==> config.mk <==
export PLATFORM = sky130hd
export DESIGN_NAME = utf8_to_utf16_transcoder_flat
export DESIGN_NICKNAME = d
export VERILOG_FILES = /design/src/rtl/core/u2u_pkg.sv /design/src/rtl/core/u2u_if.sv /design/src/rtl/core/u2u_front.sv /design/src/rtl/core/u2u_queue.sv /design/src/rtl/core/u2u_back.sv /design/src/rtl/core/utf8_to_utf16_transcoder.sv /design/src/flat_wrapper.sv
export SDC_FILE = /design/constraint.sdc
export NUM_CORES = 1
export LEC_CHECK = 0
export BUFFER_PORTS_ARGS = -buffer_cell sky130_fd_sc_hd__clkbuf_2
export CAP_MARGIN = 20
export CORE_MARGIN = 3
export CORE_UTILIZATION = 45
export DETAILED_ROUTE_END_ITERATION = 10
export GPL_TIMING_DRIVEN = 0
export HOLD_SLACK_MARGIN = 0.02
export PLACE_DENSITY = 0.73
export SLEW_MARGIN = 10
export SYNTH_ARGS = -nofsm -noshare
export SYNTH_HDL_FRONTEND = slang
export SYNTH_SLANG_ARGS = --single-unit
export TNS_END_PERCENT = 30
==> constraint.sdc <==
create_clock -name clock -period 25.8 [get_ports clock]
set_input_delay 5.16 -clock clock [delete_from_list [all_inputs] [get_ports clock]]
set_output_delay 5.16 -clock clock [all_outputs]
set_load 0.02 [all_outputs]
==> src/rtl/core/u2u_pkg.sv <==
// shared types and constants of the utf-8 to utf-16 transcoder
`timescale 1ns / 1ps
package u2u_pkg;

   localparam int CapWidth   = 21;
   localparam int UnitWidth  = 16;
   localparam int CodeWidth  = 21;
   localparam int CountWidth = 20;

   localparam logic [CapWidth-1:0] CAP_RESET = 21'd65536;
   localparam int QUEUE_DEPTH_DEFAULT = 4;

   // terminator stop reasons
   localparam logic [1:0] STOP_ENDED   = 2'd0;
   localparam logic [1:0] STOP_INVALID = 2'd1;
   localparam logic [1:0] STOP_FULL    = 2'd2;

   localparam logic [UnitWidth-1:0] HI_SURR  = 16'hD800;
   localparam logic [UnitWidth-1:0] LO_SURR  = 16'hDC00;
   localparam logic [CodeWidth-1:0] MAX_CODE = 21'h10FFFF;
   localparam logic [CodeWidth-1:0] PLANE1   = 21'h010000;

   // one queue entry: the results caused by one input beat
   typedef struct packed {
      logic [1:0]            n_units;
      logic [UnitWidth-1:0]  unit0;
      logic [UnitWidth-1:0]  unit1;
      logic                  has_term;
      logic [1:0]            reason;
      logic [CapWidth-1:0]   count;
   } u2u_entry_type;

   // smallest legal code point for a sequence with the given trail count
   function automatic logic [CodeWidth-1:0] min_code(input logic [1:0] seq);
      logic [CodeWidth-1:0] m;
      case (seq)
         2'd1: begin
            m = 21'h000080;
         end
         2'd2: begin
            m = 21'h000800;
         end
         default: begin
            m = 21'h010000;
         end
      endcase
      return m;
   endfunction

endpackage

==> src/rtl/core/u2u_if.sv <==
// handshake channels of the transcoder: byte request, unit response, capacity write
`timescale 1ns / 1ps
interface u2u_req_if;
   logic       valid;
   logic       ready;
   logic [7:0] in_byte;
   logic       has_byte;
   logic       end_of_string;
   modport source (output valid, in_byte, has_byte, end_of_string, input ready);
   modport sink   (input valid, in_byte, has_byte, end_of_string, output ready);
endinterface

interface u2u_rsp_if;
   logic        valid;
   logic        ready;
   logic [15:0] out_unit;
   logic        is_terminator;
   logic [1:0]  stop_reason;
   logic [20:0] byte_count;
   logic        run_last;
   modport source (output valid, out_unit, is_terminator, stop_reason, byte_count,
                   run_last, input ready);
   modport sink   (input valid, out_unit, is_terminator, stop_reason, byte_count,
                   run_last, output ready);
endinterface

interface u2u_csr_if;
   logic        valid;
   logic        ready;
   logic [20:0] out_capacity;
   modport source (output valid, out_capacity, input ready);
   modport sink   (input valid, out_capacity, output ready);
endinterface

==> src/rtl/core/u2u_front.sv <==
// front end: accepts bytes, decodes utf-8 and builds at most one queue entry per beat
`timescale 1ns / 1ps
module u2u_front (
   input  logic                  clock,
   input  logic                  reset,
   u2u_req_if.sink               req,
   u2u_csr_if.sink               csr,
   input  logic                  q_full,
   output logic                  push,
   output u2u_pkg::u2u_entry_type entry
);

   logic [u2u_pkg::CodeWidth-1:0]  code_ff, code_in;
   logic [1:0]                     trail_ff, trail_in;
   logic [1:0]                     seq_ff, seq_in;
   logic [u2u_pkg::CountWidth-1:0] units_ff, units_in;
   logic                           halted_ff, halted_in;
   logic [u2u_pkg::CapWidth-1:0]   cap_ff;

   logic                           accept;
   logic                           emit;
   logic [u2u_pkg::CodeWidth-1:0]  chr;
   logic [u2u_pkg::CodeWidth-1:0]  shifted;
   logic [1:0]                     trail_dec;
   logic                           stop;
   logic [1:0]                     stop_why;
   logic                           wide;
   logic [u2u_pkg::CapWidth:0]     need;
   logic [u2u_pkg::CapWidth-1:0]   cap_eff;
   logic [u2u_pkg::CapWidth-1:0]   limit;
   logic [u2u_pkg::CodeWidth-1:0]  offs;
   logic [u2u_pkg::CapWidth-1:0]   total_bytes;

   assign accept  = req.valid & req.ready;
   assign req.ready = ~q_full;
   assign csr.ready = 1'b1;

   assign shifted   = {code_ff[14:0], req.in_byte[5:0]};
   assign trail_dec = trail_ff - 2'd1;
   assign wide      = chr > 21'h00FFFF;
   assign need      = {1'b0, units_ff, 1'b0} + (wide ? 22'd4 : 22'd2);
   assign cap_eff   = (cap_ff < 21'd2) ? 21'd2 : cap_ff;
   assign limit     = cap_eff - 21'd2;
   assign offs      = chr - u2u_pkg::PLANE1;

   always_comb begin
      code_in     = code_ff;
      trail_in    = trail_ff;
      seq_in      = seq_ff;
      units_in    = units_ff;
      halted_in   = halted_ff;
      emit        = 1'b0;
      chr         = '0;
      stop        = 1'b0;
      stop_why    = u2u_pkg::STOP_INVALID;
      entry       = '0;
      total_bytes = '0;

      // byte decode
      if (req.has_byte && !halted_ff) begin
         if (trail_ff == 2'd0) begin
            if (req.in_byte <= 8'h7F) begin
               emit = 1'b1;
               chr  = {13'd0, req.in_byte};
            end else if (req.in_byte <= 8'hC1 || req.in_byte > 8'hF4) begin
               stop = 1'b1;
            end else if (req.in_byte <= 8'hDF) begin
               code_in  = {16'd0, req.in_byte[4:0]};
               trail_in = 2'd1;
               seq_in   = 2'd1;
            end else if (req.in_byte <= 8'hEF) begin
               code_in  = {17'd0, req.in_byte[3:0]};
               trail_in = 2'd2;
               seq_in   = 2'd2;
            end else begin
               code_in  = {18'd0, req.in_byte[2:0]};
               trail_in = 2'd3;
               seq_in   = 2'd3;
            end
         end else if (req.in_byte[7:6] != 2'b10) begin
            stop = 1'b1;
         end else begin
            code_in  = shifted;
            trail_in = trail_dec;
            if (trail_dec == 2'd0) begin
               seq_in = 2'd0;
               // overlong or beyond the last plane
               if (shifted < u2u_pkg::min_code(seq_ff) || shifted > u2u_pkg::MAX_CODE) begin
                  stop = 1'b1;
               end else begin
                  emit = 1'b1;
                  chr  = shifted;
               end
            end
         end
      end

      // capacity check and unit build
      if (emit) begin
         if (need > {1'b0, limit}) begin
            stop     = 1'b1;
            stop_why = u2u_pkg::STOP_FULL;
         end else if (!wide) begin
            entry.n_units = 2'd1;
            entry.unit0   = chr[15:0];
            units_in      = units_ff + 20'd1;
         end else begin
            entry.n_units = 2'd2;
            entry.unit0   = u2u_pkg::HI_SURR | {6'd0, offs[19:10]};
            entry.unit1   = u2u_pkg::LO_SURR | {6'd0, offs[9:0]};
            units_in      = units_ff + 20'd2;
         end
      end

      if (stop) begin
         halted_in      = 1'b1;
         entry.has_term = 1'b1;
         entry.reason   = stop_why;
      end

      // bytes written including the terminator, counted before any rearm
      total_bytes = {units_in, 1'b0} + 21'd2;

      // end marker closes the string and rearms
      if (req.end_of_string) begin
         if (!halted_in) begin
            entry.has_term = 1'b1;
            entry.reason   = (trail_in != 2'd0) ? u2u_pkg::STOP_INVALID
                                                : u2u_pkg::STOP_ENDED;
         end
         code_in   = '0;
         trail_in  = 2'd0;
         seq_in    = 2'd0;
         units_in  = '0;
         halted_in = 1'b0;
      end

      entry.count = entry.has_term ? total_bytes : '0;
   end

   assign push = accept && (entry.n_units != 2'd0 || entry.has_term);

   always_ff @(posedge clock) begin
      if (reset) begin
         code_ff   <= '0;
         trail_ff  <= 2'd0;
         seq_ff    <= 2'd0;
         units_ff  <= '0;
         halted_ff <= 1'b0;
         cap_ff    <= u2u_pkg::CAP_RESET;
      end else begin
         if (accept) begin
            code_ff   <= code_in;
            trail_ff  <= trail_in;
            seq_ff    <= seq_in;
            units_ff  <= units_in;
            halted_ff <= halted_in;
         end
         if (csr.valid) begin
            cap_ff <= csr.out_capacity;
         end
      end
   end

endmodule

==> src/rtl/core/u2u_queue.sv <==
// short entry queue between decode front and result back end
`timescale 1ns / 1ps
module u2u_queue #(
   parameter int Depth = u2u_pkg::QUEUE_DEPTH_DEFAULT
) (
   input  logic                   clock,
   input  logic                   reset,
   input  logic                   push,
   input  u2u_pkg::u2u_entry_type wr_entry,
   input  logic                   pop,
   output u2u_pkg::u2u_entry_type head,
   output logic                   not_empty,
   output logic                   full
);

   localparam int PtrWidth = $clog2(Depth);
   localparam int CntWidth = $clog2(Depth + 1);
   localparam logic [PtrWidth-1:0] LastPtr = PtrWidth'(Depth - 1);
   localparam logic [CntWidth-1:0] FullCnt = CntWidth'(Depth);

   u2u_pkg::u2u_entry_type slot_ff [Depth];
   logic [PtrWidth-1:0] wr_ptr_ff, rd_ptr_ff;
   logic [CntWidth-1:0] cnt_ff;
   logic                do_push, do_pop;

   assign full      = cnt_ff == FullCnt;
   assign not_empty = cnt_ff != '0;
   assign do_push   = push && !full;
   assign do_pop    = pop && not_empty;
   assign head      = slot_ff[rd_ptr_ff];

   always_ff @(posedge clock) begin
      if (do_push) begin
         slot_ff[wr_ptr_ff] <= wr_entry;
      end
   end

   always_ff @(posedge clock) begin
      if (reset) begin
         wr_ptr_ff <= '0;
         rd_ptr_ff <= '0;
         cnt_ff    <= '0;
      end else begin
         if (do_push) begin
            wr_ptr_ff <= (wr_ptr_ff == LastPtr) ? '0 : wr_ptr_ff + 1'b1;
         end
         if (do_pop) begin
            rd_ptr_ff <= (rd_ptr_ff == LastPtr) ? '0 : rd_ptr_ff + 1'b1;
         end
         if (do_push && !do_pop) begin
            cnt_ff <= cnt_ff + 1'b1;
         end else if (do_pop && !do_push) begin
            cnt_ff <= cnt_ff - 1'b1;
         end
      end
   end

endmodule

==> src/rtl/core/u2u_back.sv <==
// back end: unrolls each queue entry into response beats, one per cycle while ready
`timescale 1ns / 1ps
module u2u_back (
   input  logic                   clock,
   input  logic                   reset,
   input  u2u_pkg::u2u_entry_type head,
   input  logic                   not_empty,
   output logic                   pop,
   u2u_rsp_if.source              rsp
);

   logic [1:0]  idx_ff;
   logic        valid_ff;
   logic [15:0] unit_ff;
   logic        term_ff;
   logic [1:0]  reason_ff;
   logic [20:0] count_ff;
   logic        last_ff;

   logic [1:0]  total;
   logic        is_last;
   logic        is_unit;
   logic        load;

   assign total   = head.n_units + {1'b0, head.has_term};
   assign is_last = (idx_ff + 2'd1) == total;
   assign is_unit = idx_ff < head.n_units;
   assign load    = not_empty && (!valid_ff || rsp.ready);
   assign pop     = load && is_last;

   assign rsp.valid         = valid_ff;
   assign rsp.out_unit      = unit_ff;
   assign rsp.is_terminator = term_ff;
   assign rsp.stop_reason   = reason_ff;
   assign rsp.byte_count    = count_ff;
   assign rsp.run_last      = last_ff;

   always_ff @(posedge clock) begin
      if (load) begin
         unit_ff   <= is_unit ? ((idx_ff == 2'd0) ? head.unit0 : head.unit1) : '0;
         term_ff   <= !is_unit;
         reason_ff <= is_unit ? u2u_pkg::STOP_ENDED : head.reason;
         count_ff  <= is_unit ? '0 : head.count;
         last_ff   <= is_last;
      end
   end

   always_ff @(posedge clock) begin
      if (reset) begin
         valid_ff <= 1'b0;
         idx_ff   <= 2'd0;
      end else begin
         if (load) begin
            valid_ff <= 1'b1;
            idx_ff   <= is_last ? 2'd0 : idx_ff + 2'd1;
         end else if (rsp.ready) begin
            valid_ff <= 1'b0;
         end
      end
   end

endmodule

==> src/rtl/core/utf8_to_utf16_transcoder.sv <==
// top level of the utf-8 to utf-16 transcoder
// path: an accepted request beat is written into the queue, then loaded into the registered
//   response stage that drives the first response beat
// throughput: one request beat per cycle when the queue has room, one response beat per
//   cycle if ready; a surrogate pair plus terminator is three beats, absorbed by the queue
// reset: synchronous, clears decode state and queue, capacity returns to 65536 bytes
`timescale 1ns / 1ps
module utf8_to_utf16_transcoder #(
   parameter int QueueDepth = u2u_pkg::QUEUE_DEPTH_DEFAULT
) (
   input  logic      clock,
   input  logic      reset,
   u2u_req_if.sink   req_chan,
   u2u_rsp_if.source rsp_chan,
   u2u_csr_if.sink   csr_chan
);

   // entry handed from decode to the result stage
   u2u_pkg::u2u_entry_type wr_entry;
   u2u_pkg::u2u_entry_type head;
   logic                   push;
   logic                   pop;
   logic                   not_empty;
   logic                   q_full;

   // front: takes a request beat each cycle the queue has room, decodes the byte,
   // checks capacity and pushes the units and any terminator of that beat
   u2u_front u_front (
      .clock  (clock),
      .reset  (reset),
      .req    (req_chan),
      .csr    (csr_chan),
      .q_full (q_full),
      .push   (push),
      .entry  (wr_entry)
   );

   // queue decouples byte intake from unit output
   u2u_queue #(
      .Depth (QueueDepth)
   ) u_queue (
      .clock     (clock),
      .reset     (reset),
      .push      (push),
      .wr_entry  (wr_entry),
      .pop       (pop),
      .head      (head),
      .not_empty (not_empty),
      .full      (q_full)
   );

   // back: registered response stage, pops an entry after its last beat
   u2u_back u_back (
      .clock     (clock),
      .reset     (reset),
      .head      (head),
      .not_empty (not_empty),
      .pop       (pop),
      .rsp       (rsp_chan)
   );

endmodule
==> src/flat_wrapper.sv <==
// flat-port wrapper written by rule: the top's interface ports become plain ports
module utf8_to_utf16_transcoder_flat 
#(
   parameter int QueueDepth = u2u_pkg::QUEUE_DEPTH_DEFAULT
)
  (clock, reset, req_chan_valid, req_chan_in_byte, req_chan_has_byte, req_chan_end_of_string, req_chan_ready, rsp_chan_valid, rsp_chan_out_unit, rsp_chan_is_terminator, rsp_chan_stop_reason, rsp_chan_byte_count, rsp_chan_run_last, rsp_chan_ready, csr_chan_valid, csr_chan_out_capacity, csr_chan_ready);
  u2u_req_if req_chan_i ();
  u2u_rsp_if rsp_chan_i ();
  u2u_csr_if csr_chan_i ();
  input  logic clock;
  input  logic reset;
  input wire logic [$bits(req_chan_i.valid)-1:0] req_chan_valid;
  input wire logic [$bits(req_chan_i.in_byte)-1:0] req_chan_in_byte;
  input wire logic [$bits(req_chan_i.has_byte)-1:0] req_chan_has_byte;
  input wire logic [$bits(req_chan_i.end_of_string)-1:0] req_chan_end_of_string;
  output wire logic [$bits(req_chan_i.ready)-1:0] req_chan_ready;
  output wire logic [$bits(rsp_chan_i.valid)-1:0] rsp_chan_valid;
  output wire logic [$bits(rsp_chan_i.out_unit)-1:0] rsp_chan_out_unit;
  output wire logic [$bits(rsp_chan_i.is_terminator)-1:0] rsp_chan_is_terminator;
  output wire logic [$bits(rsp_chan_i.stop_reason)-1:0] rsp_chan_stop_reason;
  output wire logic [$bits(rsp_chan_i.byte_count)-1:0] rsp_chan_byte_count;
  output wire logic [$bits(rsp_chan_i.run_last)-1:0] rsp_chan_run_last;
  input wire logic [$bits(rsp_chan_i.ready)-1:0] rsp_chan_ready;
  input wire logic [$bits(csr_chan_i.valid)-1:0] csr_chan_valid;
  input wire logic [$bits(csr_chan_i.out_capacity)-1:0] csr_chan_out_capacity;
  output wire logic [$bits(csr_chan_i.ready)-1:0] csr_chan_ready;
  assign req_chan_i.valid = req_chan_valid;
  assign req_chan_i.in_byte = req_chan_in_byte;
  assign req_chan_i.has_byte = req_chan_has_byte;
  assign req_chan_i.end_of_string = req_chan_end_of_string;
  assign req_chan_ready = req_chan_i.ready;
  assign rsp_chan_valid = rsp_chan_i.valid;
  assign rsp_chan_out_unit = rsp_chan_i.out_unit;
  assign rsp_chan_is_terminator = rsp_chan_i.is_terminator;
  assign rsp_chan_stop_reason = rsp_chan_i.stop_reason;
  assign rsp_chan_byte_count = rsp_chan_i.byte_count;
  assign rsp_chan_run_last = rsp_chan_i.run_last;
  assign rsp_chan_i.ready = rsp_chan_ready;
  assign csr_chan_i.valid = csr_chan_valid;
  assign csr_chan_i.out_capacity = csr_chan_out_capacity;
  assign csr_chan_ready = csr_chan_i.ready;
  utf8_to_utf16_transcoder #(.QueueDepth(QueueDepth)) u_core (.clock(clock), .reset(reset), .req_chan(req_chan_i), .rsp_chan(rsp_chan_i), .csr_chan(csr_chan_i));
endmodule
==> metrics.csv <==
metric,value,unit
outcome,"complete, no violations",
syn_nets,1228,
cts_resized,0,
grt_pass1_wl,51930,um
crit_type,in2reg,
crit_top_cell,nor2_1,
viasPerCell,5.550,
syn-mean-instance-area,12.89,um2
clockBufferDepth,3,
crit_path_max_fanout,13,
num_antenna_cells,0,
p_per_area,86.44,mW/mm2
routedWlPerCell,19.03,um
synth_top_family_by_area,simple AND/OR/NAND/NOR gates,
grt_util_met3,0.03748,
core_area,0.03196,mm2
tns,0,ns
synth_simple_gate_area_share,0.1303,
antenna_left,0,
async_flop_share,0,
clkTransAtPathRegs,0.06,ns
row_count,65,
setup_viol,0,
fin_worst_skew,0.02588,ns
seq_area_frac_synth,0.5945,
synth_mux_area_frac,0.1015,
chipWidth,187.2,um
chipHeight,187.2,um
grt_usage,0.1856,
max-cap-violations,0,
cts_setup_buffers,0,
drt_pass1_iterations,5,
gp_congestion,0.9269,
dieArea,0.03506,mm2
final_nets,1341,
drc,0,
numCtsBuffers,35,
drive_above_1_share,0.1615,
ios,80,
ctsHoldBuffers,0,
slowest_stage,o41ai_1,
ir_drop,59.15,uV
crit_path_start_kind,input port,
yosysWarnings,0,
cts_sinks,317,
syn-instance-count,1147,
finalWirelength,32680,um
fin_crit_sh,0.5569,
cp.required,25.98,ns
nFillCells,2663,
synth-seq-cells,317,
synthXorXnorAreaFrac,0.04139,
p_leak,6.035,nW
grt_antenna_before_repair,1,
max_freq,69.59,MHz
hold_class,reg2reg,
synth_edf_count,244,
start_util,0.4625,
cts_tree,yes,
met2_usage,0.2972,
clk_latency,0.52,ns
drtIter0Drc,947,
grt_use_met1,0.2622,
io_buffers,73,
holdWs,0.4727,ns
netlist_area,0.01478,mm2
rsz0062_at_grt,no,
grt_max_degree,52,
cpPeakStageDelay,0.95,ns
cp.arrival,14.55,ns
cts_max_level,2,
critical_path.endpoint_type,flip-flop,
synth-adder-area-share,0.03911,
timing.slew.headroom,0.2089,
synth_compound_area_frac,0.06789,
synth_flop_cell,edfxtp_1,
cts-root-buf,clkbuf_16,
final_cell_mix,"edfxtp_1, nor2_1, dfxtp_1, clkbuf_2, nand2_1",
mostFrequentLayoutCell,edfxtp_1,
grt-busiest-layer,met2,
num_vias,9530,
area_growth_syn_to_layout,13.55,%
grt_pass1_vias,9319,
tightest_slew,1.183,ns
ys_types,73,
final.min_clock_period,14.37,ns
maxSlewViolCount,0,
hold_viol_final,0,
dp_hpwl,22540,um
overflow,0,
[cells by family after synthesis]
family | Yosys count
mux | 86
flops | 317
buf+inv | 92
xor+xnor | 69
other cells | 2
fa+ha+maj | 45
simple gates | 385
compound gates | 151
[worst max-delay path, delay by kind of cell]
family | cells | cell delay [ns]
AO/OA/AOI/OAI | 7 | 2.29
XOR/XNOR | 1 | 0.13
adder cells (fa/ha/maj) | 4 | 1.03
buffers and inverters | 3 | 0.81
AND/OR/NAND/NOR | 16 | 5.12
[stage by stage]
stage / area, um2 / cells / power (mW) / setup slack [ns] / util
2_1_floorplan: 14780 / 1147 / 0.8964 / 13.43 / -
3_3_place_gp: 15690 / 1655 / 0.9958 / 11.04 / 0.4909
3_5_place_dp: 15730 / 1657 / 1.010 / 11.21 / 0.4920
4_1_cts: 16770 / 1716 / 1.463 / 11.57 / 0.5248
5_1_grt: 16780 / 1717 / 1.521 / 10.68 / 0.5252
6_report: 16780 / 1717 / 1.451 / 11.43 / 0.5252
[synth_stat cells (28+ instances only)]
library cell	count	area [um2]
inv_1	31	116.4
nor2_1	134	503.0
ha_1	43	538.0
edfxtp_1	244	7327
dfxtp_1	73	1461
mux2i_1	34	340.3
a21oi_1	59	295.3
xor2_1	28	245.2
and2_1	28	175.2
nand2_1	66	247.7
nand3_1	31	155.2
mux4_2	51	1149
xnor2_1	40	350.3
clkbuf_1	48	180.2
[routing by layer]
| metal | vias to the layer above | wire, um |
|---|---|---|
| met1 | 4653 | 14310 |
| met4 | 2 | 581 |
| met5 | - | 17 |
| met2 | 308 | 15120 |
| li1 | 4516 | - |
| met3 | 51 | 2648 |
[area by class of cell]
type	instances	area (um2)	share of cell area
multi-input combinational	738	5637	0.3358
sequential	317	8788	0.5236
clock buffer	40	894.6	0.05330
clock inverter	19	152.6	0.009094
inverter	31	116.4	0.006933
buffer	61	250.2	0.01491
tap	435	544.3	0.03243
timing repair buffer	76	401.6	0.02393
[final timing paths]
kind,start,to,slack (ns),cells past startpoint
hold / removal,u_core.u_back.rsp.valid,u_core.u_back.rsp.valid,0.47,2
setup reg to reg,u_core.u_front.trail_ff[0],u_core.u_queue.slot_ff[1][19],15.44,32
setup / recovery,req_chan_in_byte[6],u_core.u_queue.slot_ff[1][19],11.43,31
hold reg to reg,u_core.u_back.rsp.valid,u_core.u_back.rsp.valid,0.47,2
[where the power goes]
part           total, mW  leakage [nW]  internal [mW]  switching [mW]
clock              0.455         0.501          0.260           0.194
sequential         0.653          3.00          0.632          0.0203
combinational      0.344          2.54          0.126           0.217
total               1.45          6.03           1.02           0.432
[flip-flops by register name, indices dropped and copies added (netlist names), named ones only]
register,flops
u_core.u_queue.slot_ff,204
u_core.u_front.cap_ff,21
u_core.u_back.rsp.byte_count,20
u_core.u_front.units_ff,20
u_core.u_back.rsp.out_unit,16
u_core.u_front.code_ff,15
u_core.u_queue.cnt_ff,3
u_core.u_back.idx_ff,2
u_core.u_back.rsp.stop_reason,2
u_core.u_front.seq_ff,2
u_core.u_front.trail_ff,2
u_core.u_queue.rd_ptr_ff,2
u_core.u_queue.wr_ptr_ff,2
u_core.u_back.rsp.is_terminator,1
u_core.u_back.rsp.run_last,1
u_core.u_back.rsp.valid,1
u_core.u_front.halted_ff,1
Note: power is estimated with default switching activity, not from simulation.
